**config.mk**
```make
export PLATFORM = sky130hd
export DESIGN_NAME = protobuf_observation_serializer
export DESIGN_NICKNAME = d
export VERILOG_FILES = /design/src/design/pbos_pkg.sv /design/src/design/protobuf_observation_serializer.sv
export SDC_FILE = /design/constraint.sdc
export NUM_CORES = 1
export LEC_CHECK = 0
export BUFFER_PORTS_ARGS = -buffer_cell sky130_fd_sc_hd__buf_2
export CAP_MARGIN = 20
export CORE_ASPECT_RATIO = 0.7
export CORE_MARGIN = 2
export CORE_UTILIZATION = 61
export CTS_CLUSTER_DIAMETER = 200
export DETAILED_ROUTE_END_ITERATION = 10
export GPL_TIMING_DRIVEN = 0
export PLACE_DENSITY = 0.85
export SETUP_SLACK_MARGIN = 0.05
export SLEW_MARGIN = 20
export SYNTH_ARGS = -nofsm -noshare
export SYNTH_HDL_FRONTEND = slang
export SYNTH_SLANG_ARGS = --single-unit
```
**constraint.sdc**
```tcl
create_clock -name clk -period 7.85 [get_ports clk]
set_input_delay 1.57 -clock clk [delete_from_list [all_inputs] [get_ports clk]]
set_output_delay 1.57 -clock clk [all_outputs]
set_load 0.005 [all_outputs]
```
**src/design/pbos_pkg.sv**
```systemverilog
// Package for the protocol-buffer observation serializer.
// Holds the field widths, the field key table and the fixed64 position range.
// No dependencies.
`timescale 1ns / 1ps
`default_nettype none

package pbos_pkg;

  localparam int unsigned VALUE_W = 64;
  localparam int unsigned BYTE_W  = 8;
  localparam int unsigned POS_W   = 4;
  localparam int unsigned CNT_W   = 3;

  localparam logic [POS_W-1:0]  LAST_POS  = 4'd9;
  localparam logic [POS_W-1:0]  FIX_FIRST = 4'd2;
  localparam logic [POS_W-1:0]  FIX_LAST  = 4'd8;
  localparam logic [BYTE_W-1:0] CAP_RESET = 8'd255;
  localparam logic [BYTE_W:0]   FIX_LEN   = 9'd8;

  // Key byte of each field: tag shifted left by three, wire type in the low bits.
  function automatic logic [BYTE_W-1:0] field_key(input logic [POS_W-1:0] pos);
    logic [BYTE_W-1:0] k;
    case (pos)
      4'd0:    k = 8'd8;
      4'd1:    k = 8'd16;
      4'd2:    k = 8'd25;
      4'd3:    k = 8'd33;
      4'd4:    k = 8'd41;
      4'd5:    k = 8'd49;
      4'd6:    k = 8'd57;
      4'd7:    k = 8'd65;
      4'd8:    k = 8'd73;
      4'd9:    k = 8'd80;
      default: k = 8'd8;
    endcase
    return k;
  endfunction

endpackage

`default_nettype wire

```
**src/design/protobuf_observation_serializer.sv**
```systemverilog
// Top level of the protocol-buffer observation serializer.
// Uses pbos_pkg for widths, the key table and the fixed64 position range.
//
// channel  direction  handshake             payload
// in       to block   in_valid / in_stall   in_field_value
// out      from block out_valid / out_stall out_byte, out_byte_valid, out_overflow,
//                                           out_end_of_message, out_message_length
// cfg      to block   cfg_valid / cfg_ready cfg_capacity_limit
//
// A field is taken in the accept cycle, then the key byte goes out, then N payload bytes
// (8 for fixed64, 1 to 10 for a varint), one byte per cycle unless out_stall holds a
// pending byte, through the shared shifter and the capacity compare.
// in_stall is high from acceptance until the last byte is issued.
// out_stall holds the output register and the sequencer with it while a byte is pending.
// Reset is synchronous, active low; capacity returns to 255 and the message restarts.
`timescale 1ns / 1ps
`default_nettype none

module protobuf_observation_serializer (
  input  wire logic                        clk,
  input  wire logic                        rst_n,
  input  wire logic                        in_valid,
  output logic                             in_stall,
  input  wire logic [pbos_pkg::VALUE_W-1:0] in_field_value,
  output logic                             out_valid,
  input  wire logic                        out_stall,
  output logic [pbos_pkg::BYTE_W-1:0]      out_byte,
  output logic                             out_byte_valid,
  output logic                             out_overflow,
  output logic                             out_end_of_message,
  output logic [pbos_pkg::BYTE_W-1:0]      out_message_length,
  input  wire logic                        cfg_valid,
  output logic                             cfg_ready,
  input  wire logic [pbos_pkg::BYTE_W-1:0] cfg_capacity_limit
);

  typedef enum logic [1:0] {
    ST_IDLE,
    ST_KEY,
    ST_BODY
  } state_t;

  state_t                         state_r, state_nxt;
  logic [pbos_pkg::POS_W-1:0]     pos_r, pos_nxt;
  logic [pbos_pkg::BYTE_W-1:0]    bw_r, bw_nxt;
  logic                           ovf_r, ovf_nxt;
  logic [pbos_pkg::BYTE_W-1:0]    cap_r;
  logic [pbos_pkg::VALUE_W-1:0]   val_r, val_nxt;
  logic [pbos_pkg::CNT_W-1:0]     cnt_r, cnt_nxt;

  logic                           out_valid_r, out_valid_nxt;
  logic [pbos_pkg::BYTE_W-1:0]    out_byte_r, out_byte_nxt;
  logic                           out_bv_r, out_bv_nxt;
  logic                           out_ovf_r, out_ovf_nxt;
  logic                           out_eom_r, out_eom_nxt;
  logic [pbos_pkg::BYTE_W-1:0]    out_len_r, out_len_nxt;

  logic [pbos_pkg::POS_W-1:0]     pos_eff;
  logic                           is_fixed;
  logic                           more;
  logic                           can_emit;
  logic [pbos_pkg::BYTE_W-1:0]    raw_byte;
  logic                           full;
  logic                           wr_ok;
  logic                           ovf_put;
  logic [pbos_pkg::BYTE_W-1:0]    bw_put;
  logic                           last;
  logic                           fix_short;

  assign cfg_ready          = 1'b1;
  assign in_stall           = (state_r != ST_IDLE);
  assign out_valid          = out_valid_r;
  assign out_byte           = out_byte_r;
  assign out_byte_valid     = out_bv_r;
  assign out_overflow       = out_ovf_r;
  assign out_end_of_message = out_eom_r;
  assign out_message_length = out_len_r;

  always_comb begin
    pos_eff   = (pos_r > pbos_pkg::LAST_POS) ? '0 : pos_r;
    is_fixed  = (pos_eff >= pbos_pkg::FIX_FIRST) && (pos_eff <= pbos_pkg::FIX_LAST);
    more      = |val_r[pbos_pkg::VALUE_W-1:7];
    can_emit  = !out_valid_r || !out_stall;

    // Byte selection in front of the shared capacity compare
    if (state_r == ST_KEY) begin
      raw_byte = pbos_pkg::field_key(pos_eff);
    end else if (!is_fixed && more) begin
      raw_byte = {1'b1, val_r[6:0]};
    end else begin
      raw_byte = val_r[7:0];
    end

    full    = (bw_r >= cap_r);
    wr_ok   = !ovf_r && !full;
    ovf_put = ovf_r || full;
    bw_put  = bw_r + {{(pbos_pkg::BYTE_W-1){1'b0}}, wr_ok};
    last    = (state_r == ST_BODY) && (is_fixed ? (cnt_r == '1) : !more);
    fix_short = ({1'b0, bw_put} + pbos_pkg::FIX_LEN) > {1'b0, cap_r};

    state_nxt     = state_r;
    pos_nxt       = pos_r;
    bw_nxt        = bw_r;
    ovf_nxt       = ovf_r;
    val_nxt       = val_r;
    cnt_nxt       = cnt_r;
    out_valid_nxt = out_valid_r && out_stall;
    out_byte_nxt  = out_byte_r;
    out_bv_nxt    = out_bv_r;
    out_ovf_nxt   = out_ovf_r;
    out_eom_nxt   = out_eom_r;
    out_len_nxt   = out_len_r;

    case (state_r)
      ST_IDLE: begin
        if (in_valid) begin
          val_nxt   = in_field_value;
          cnt_nxt   = '0;
          state_nxt = ST_KEY;
        end
      end
      ST_KEY, ST_BODY: begin
        if (can_emit) begin
          out_valid_nxt = 1'b1;
          out_byte_nxt  = wr_ok ? raw_byte : '0;
          out_bv_nxt    = wr_ok;
          out_ovf_nxt   = ovf_put;
          out_eom_nxt   = 1'b0;
          out_len_nxt   = '0;
          bw_nxt        = bw_put;
          ovf_nxt       = ovf_put;
          if (state_r == ST_KEY) begin
            // Fixed64 space check sits after the key byte
            if (is_fixed && fix_short) begin
              ovf_nxt = 1'b1;
            end
            state_nxt = ST_BODY;
          end else begin
            val_nxt = is_fixed ? (val_r >> 8) : (val_r >> 7);
            cnt_nxt = cnt_r + 1'b1;
            if (last) begin
              state_nxt = ST_IDLE;
              if (pos_eff == pbos_pkg::LAST_POS) begin
                out_eom_nxt = 1'b1;
                out_len_nxt = ovf_put ? '0 : bw_put;
                pos_nxt     = '0;
                bw_nxt      = '0;
                ovf_nxt     = 1'b0;
              end else begin
                pos_nxt = pos_eff + 1'b1;
              end
            end
          end
        end
      end
      default: begin
        state_nxt = ST_IDLE;
      end
    endcase
  end

  always_ff @(posedge clk) begin
    if (!rst_n) begin
      state_r     <= ST_IDLE;
      pos_r       <= '0;
      bw_r        <= '0;
      ovf_r       <= 1'b0;
      cap_r       <= pbos_pkg::CAP_RESET;
      out_valid_r <= 1'b0;
    end else begin
      state_r     <= state_nxt;
      pos_r       <= pos_nxt;
      bw_r        <= bw_nxt;
      ovf_r       <= ovf_nxt;
      out_valid_r <= out_valid_nxt;
      if (cfg_valid && cfg_ready) begin
        cap_r <= cfg_capacity_limit;
      end
    end
    val_r      <= val_nxt;
    cnt_r      <= cnt_nxt;
    out_byte_r <= out_byte_nxt;
    out_bv_r   <= out_bv_nxt;
    out_ovf_r  <= out_ovf_nxt;
    out_eom_r  <= out_eom_nxt;
    out_len_r  <= out_len_nxt;
  end

endmodule

`default_nettype wire

```
==> results of run 1 <==
[state kept, by name, summed over array words and instances, names as in the netlist]
name and flops:
out_valid 1, out_message_length 8, cap_r 8, bw_r 8, ovf_r 1, out_byte 8
out_byte_valid 1, pos_r 4, state_r 2, cnt_r 3, out_overflow 1, out_end_of_message 1
val_r 64
[report_power, final]
group / total (W) / internal, W / leakage (nW) / switching, W
clock: 0.000541 / 0.000343 / 0.170 / 0.000198
sequential: 0.00120 / 0.00102 / 1.02 / 0.000175
combinational: 0.000916 / 0.000350 / 2.06 / 0.000566
total: 0.00265 / 0.00171 / 3.26 / 0.000939
[metal layers]
metal / wire length [µm] / global-route usage [%] / part of all wire [%] / up-vias
li1: - / - / - / 2279
met1: 6460 / 38.7 / 45 / 2249
met2: 6380 / 42.9 / 45 / 204
met3: 1170 / 6.81 / 8.2 / 26
met4: 222 / 8.36 / 1.6 / 0
met5: 0 / 0 / 0 / -
[layout make-up]
class	instances	area, µm²
sequential	110	3060
multi-input combinational	399	2670
fill	663	2560
timing repair buffer	98	558
clock buffer	11	233
buffer	33	184
tap	128	160
clock inverter	4	120
inverter	24	104
[metrics by stage]
stage	power (W)	cells	hold slack, ps	instance area (µm²)	worst slack [ps]
final	0.00265	807	484	7090	3020
after global routing	0.00280	807	505	7090	2810
after CTS	0.00264	807	488	7090	3190
after detailed placement	0.00210	792	478	6740	3210
after global placement	0.00199	789	468	6650	1660
after floorplan	0.00173	566	448	6010	2790
[cells by family after synthesis]
family,count (synthesis)
AO/OA/AOI/OAI,117
XOR/XNOR,11
adder cells (fa/ha/maj),30
buffers and inverters,57
flip-flops,110
multiplexers,62
other,1
AND/OR/NAND/NOR,178
[worst register-to-register path, stage by stage, from the launching register on]
cell	delay (ps)
dfxtp_1	390
ha_1	390
o2111ai_1	120
a21oi_1	270
a2bb2oi_1	900
inv_2	130
ha_1	270
ha_1	260
nand3_1	120
xnor2_1	250
ha_1	330
ha_1	300
nand4_1	140
nor2_1	60
a211oi_1	290
o21ai_0	120
a211oi_1	270
o21ai_1	100
[synthesized netlist by cell type, drive strengths merged, types with 4 or more instances]
master   n
a21boi  11
a21oi   66
and2     5
buf     14
clkbuf  19
dfxtp   24
edfxtp  86
ha      30
inv     23
mux2i   62
nand2   27
nand3   17
nand4    6
nor2    78
nor2b   14
nor3     4
nor4    17
o211ai   9
o21ai   14
xnor2    6
xor2     5
[worst paths after layout]
check                              from       to  slack, ps  cells past startpoint
worst min-delay path            bw_r[0]  bw_r[0]        480                      2
worst min register to register  bw_r[0]  bw_r[0]        480                      2
worst max-delay path            bw_r[5]    ovf_r       3020                     17
worst max register to register  bw_r[5]    ovf_r       3020                     17
==> results.py, run 1 <==
metrics = {
    "timing": {
        "clock.fmax_mhz": 207,
        "rsz0062_at_grt": "no",
        "maxSlewHeadroom_pct": 28.6,
        "hold_viol": 0,
        "finClkSkew_ps": 5.33,
        "finalCritPeriodShare_pct": 61.5,
        "slew_viol_final": 0,
        "tns_ps": 0,
        "period_minus_slack_ps": 4830,
        "worst_slew_pin_slew_ps": 1070,
        "finalSetupViolCount": 0,
    },
    "yosys": {
        "synth_top_family_by_area": "simple AND/OR/NAND/NOR gates",
        "ys_ff_latch": 110,
        "yosys-mux-area-fraction_pct": 10.3,
        "synthXorXnorAreaFrac_pct": 1.60,
        "synth_cell_types": 53,
        "synthTopCellsByArea": "edfxtp_1 (43%), mux2i_1 (10%), dfxtp_1 (8.0%)",
        "synth_edf_count": 86,
        "ys_seq_area_share_pct": 51.0,
        "synth_adder_area_share_pct": 6.25,
        "syn_avg_cell_area_um2": 10.6,
        "synth-simple-area-share_pct": 14.4,
        "synth_top_area_cell": "edfxtp_1",
        "syn_inst": 566,
        "syn-num-nets": 673,
        "synth-compound-area-share_pct": 11.6,
        "async_flop_share_pct": 0,
        "ys_warn_count": 0,
        "syn_area_um2": 6010,
        "yosys.area.top_type_share_pct": 43.0,
        "synth_flop_cell": "edfxtp_1",
    },
    "floorplan": {
        "initial_core_util_pct": 62.3,
        "die_h_um": 87.0,
        "die-area_um2": 10700,
        "die_w_um": 123,
        "fp.coreArea_um2": 9650,
        "rows": 30,
        "ios": 99,
    },
    "clocking": {
        "clkTransAtPathRegs_ps": 70,
        "postCtsHoldBufs": 0,
        "cts_max_level": 3,
        "cts_sinks": 110,
        "root_buffer": "clkbuf_16",
        "clk_latency_ps": 350,
        "cts_setup_buffers": 0,
        "cts-buffers-inserted": 9,
        "cts_buffer_depth": 2,
        "cts_resized": 0,
        "cts_tree": "done",
    },
    "worst_setup_path": {
        "cp_data_arrival_time_ps": 5060,
        "worstSetupPathType": "reg2reg",
        "crit_family": "compound AO/OA/AOI/OAI gates",
        "cp_common_cell": "ha_1",
        "crit_buf_inv": 1,
        "required_ps": 8080,
        "crit_slowest_cell": "a2bb2oi_1",
        "cp_max_fo": 10,
        "endpoint_kind": "flop",
        "crit_chain": "ha_1, o2111ai_1, a21oi_1, a2bb2oi_1, inv_2, ha_1, ha_1, nand3_1, xnor2_1, ha_1, ha_1, nand4_1, nor2_1, a211oi_1, o21ai_0, a211oi_1, o21ai_1",
        "slowest_delay_ps": 900,
        "crit_path_start_kind": "flop",
    },
    "grt": {
        "antenna_found_initial": 0,
        "grt_max_degree": 28,
        "globalRoute.totalOverflow": 0,
        "grt_usage_pct": 27.7,
        "grt_pass1_vias": 4609,
        "grt_pass1_wl_mm": 22.6,
    },
    "finish": {
        "nets": 782,
        "drive_gt1_share_pct": 20.3,
        "diodes": 0,
        "utilization_pct": 73.5,
        "layout_commonest_cell": "buf_2",
        "final_cell_mix": "buf_2 (98), edfxtp_1 (86), nor2_1 (77)",
        "area_delta_synth_final_pct": 17.9,
    },
    "route": {
        "wl_per_cell_um": 17.6,
        "vias": 4758,
        "drt_iter0_drc": 479,
        "firstDrtPassIters": 5,
        "totalWireLength_mm": 14.2,
        "antenna_left": 0,
        "vias_per_cell": 5.90,
        "drc_errors": 0,
    },
    "run_status": {
        "status": "completed",
    },
    "pwr": {
        "power_density_nw_per_um2": 374,
        "leakagePower_nw": 3.26,
        "ir_drop_uv": 219,
    },
    "min_path": {
        "hold_class": "reg2reg",
    },
    "placed_design": {
        "portBuffers": 95,
        "dp_hpwl_mm": 10.5,
        "gp_congestion": 0.968,
    },
    "run": {
        "maxCapViolations": 0,
    },
}
Note: power is estimated with default switching activity, not from simulation.
==> run 2: changes to the inputs <==
- CORE_UTILIZATION: 61 -> 51
- PLACE_DENSITY: 0.85 -> 0.76
- clock period: 7.85 -> 4.3 ns (I/O delays scaled with it)
==> run 2 against run 1 <==
Sequential share of layout area is 0.11 points higher; clock power is 47% higher; critical path depth stayed put; routed wire length is 0.53% higher; register-to-register slack worse by 2800 ps; combinational power is 76% higher; via count is 0.27% lower; die area is 19% higher; sequential power is 82% higher; power is 73% higher; first-iteration DRC count is 0.21% lower; critical endpoint unchanged; largest power group unchanged; highest routed layer unchanged.
==> results.py, run 2 (synthesis gave the netlist of run 1 again) <==
metrics = {
    "clocking": {
        "cts_sinks": 110,
        "cts_max_level": 3,
        "postCtsHoldBufs": 0,
        "clk_latency_ps": 350,
        "cts_buffer_depth": 2,
        "root_buffer": "clkbuf_16",
        "cts_tree": "done",
        "clkTransAtPathRegs_ps": 70,
        "cts-buffers-inserted": 9,
    },
    "finish": {
        "largest_reg_flops": 64,
        "fillers": 929,
        "diodes": 0,
        "utilization_pct": 60.9,
        "final_area_um2": 7070,
        "final_cell_mix": "buf_2 (98), edfxtp_1 (86), nor2_1 (77)",
        "layout_commonest_cell": "buf_2",
        "regMostFlops": "val_r",
        "area_delta_synth_final_pct": 17.7,
        "nets": 783,
        "drive_gt1_share_pct": 21.0,
    },
    "grt": {
        "use_met3_pct": 5.90,
        "grtUsageMet2_pct": 35.7,
        "grt_max_degree": 28,
        "globalRoute.totalOverflow": 0,
        "grt_busiest_layer": "met2",
        "grt_use_met1_pct": 32.1,
        "antenna_found_initial": 0,
        "grt_pass1_wl_mm": 22.3,
        "grt_usage_pct": 22.8,
        "grt_pass1_vias": 4457,
    },
    "timing": {
        "maxSlewHeadroom_pct": 52.2,
        "worst_slew_pin_slew_ps": 715,
        "finalSetupViolCount": 0,
        "hold_ws_ps": 491,
        "clock.fmax_mhz": 245,
        "period_minus_slack_ps": 4080,
        "hold_viol": 0,
        "rsz0062_at_grt": "no",
        "slew_viol_final": 0,
        "tns_ps": 0,
        "finClkSkew_ps": 9.93,
        "finalCritPeriodShare_pct": 94.8,
    },
    "floorplan": {
        "ios": 99,
        "die_w_um": 134,
        "initial_core_util_pct": 51.8,
        "die-area_um2": 12700,
        "fp.coreArea_um2": 11600,
        "rows": 33,
        "die_h_um": 94.8,
    },
    "worst_setup_path": {
        "crit_path_start_kind": "flop",
        "cp_common_cell": "ha_1",
        "cp_data_arrival_time_ps": 4300,
        "endpoint_kind": "flop",
        "crit_slowest_cell": "dfxtp_1",
        "slowest_delay_ps": 440,
        "required_ps": 4530,
        "worstSetupPathType": "reg2reg",
        "crit_chain": "ha_1, a21oi_1, o21ai_1, a2bb2oi_4, inv_2, ha_1, ha_2, nand3_1, xnor2_2, ha_1, ha_1, nand4_1, nor2_1, a211oi_1, o21ai_0, a211oi_1, o21ai_1",
        "cp_max_fo": 10,
    },
    "placed_design": {
        "dp_hpwl_mm": 10.7,
        "placed_area_um2": 6740,
        "portBuffers": 95,
        "gp_congestion": 0.960,
    },
    "route": {
        "totalWireLength_mm": 14.3,
        "vias": 4745,
        "antenna_left": 0,
        "vias_per_cell": 5.66,
        "drt_iter0_drc": 478,
        "wl_per_cell_um": 17.1,
        "firstDrtPassIters": 5,
        "drc_errors": 0,
    },
    "run": {
        "maxCapViolations": 0,
    },
    "pwr": {
        "ir_drop_uv": 286,
        "leakagePower_nw": 3.23,
        "power_density_nw_per_um2": 648,
    },
    "run_status": {
        "status": "completed",
    },
    "min_path": {
        "hold_class": "reg2reg",
    },
}
run 2: what timing repair did:
item | CTS | global route
pin swaps | 0 | 2
setup endpoints to repair | 1 | 1
setup buffers | 0 | 2
resized for setup | 2 | 3
run 2: worst paths after layout:
| check | start | to | slack, ps | depth (start not counted) |
|---|---|---|---|---|
| max | bw_r[4] | ovf_r | 220 | 17 |
| min | state_r[0] | state_r[0] | 490 | 2 |
| max reg2reg | bw_r[4] | ovf_r | 220 | 17 |
| min reg2reg | state_r[0] | state_r[0] | 490 | 2 |
run 2: worst max-delay path: cells and delay by family (launching register included):
family / cells / cell delay, ps
buffers and inverters: 1 / 140
xor gates and xnor gates: 1 / 310
AOI/OAI and AO/OA: 7 / 1400
DFF: 1 / 440
adders and majority gates: 5 / 1330
and+or+nand+nor: 3 / 330
run 2: cell type report:
class,count,area (µm²),share of cell area [%]
Buffer,33,184,2.60
Multi-Input combinational cell,399,2700,38.2
Clock buffer,13,260,3.68
Sequential cell,110,3060,43.3
Clock inverter,3,20.0,0.283
Inverter,24,104,1.47
Timing Repair Buffer,99,546,7.72
Tap cell,157,196,2.78
run 2: report_power, final:
part	switching [W]	total, W	internal, W
logic	0.00100	0.00161	0.000605
registers	0.000313	0.00218	0.00187
clock network	0.000368	0.000793	0.000425
run 2: stage by stage:
stage | setup slack, ps | instances | power, W
CTS | 103 | 836 | 0.00457
global route | 49.4 | 838 | 0.00485
finish | 224 | 838 | 0.00458
floorplan | 749 | 566 | 0.00315
global placement | -212 | 818 | 0.00363
detailed placement | -329 | 820 | 0.00378
run 2: per-layer routing:
| metal | vias to the layer above | part of all wire [%] | wire (µm) |
|---|---|---|---|
| li1 | 2274 | - | - |
| met1 | 2248 | 46 | 6550 |
| met2 | 206 | 45 | 6380 |
| met3 | 17 | 8.6 | 1240 |
| met4 | 0 | 0.96 | 138 |
| met5 | - | 0 | 0 |
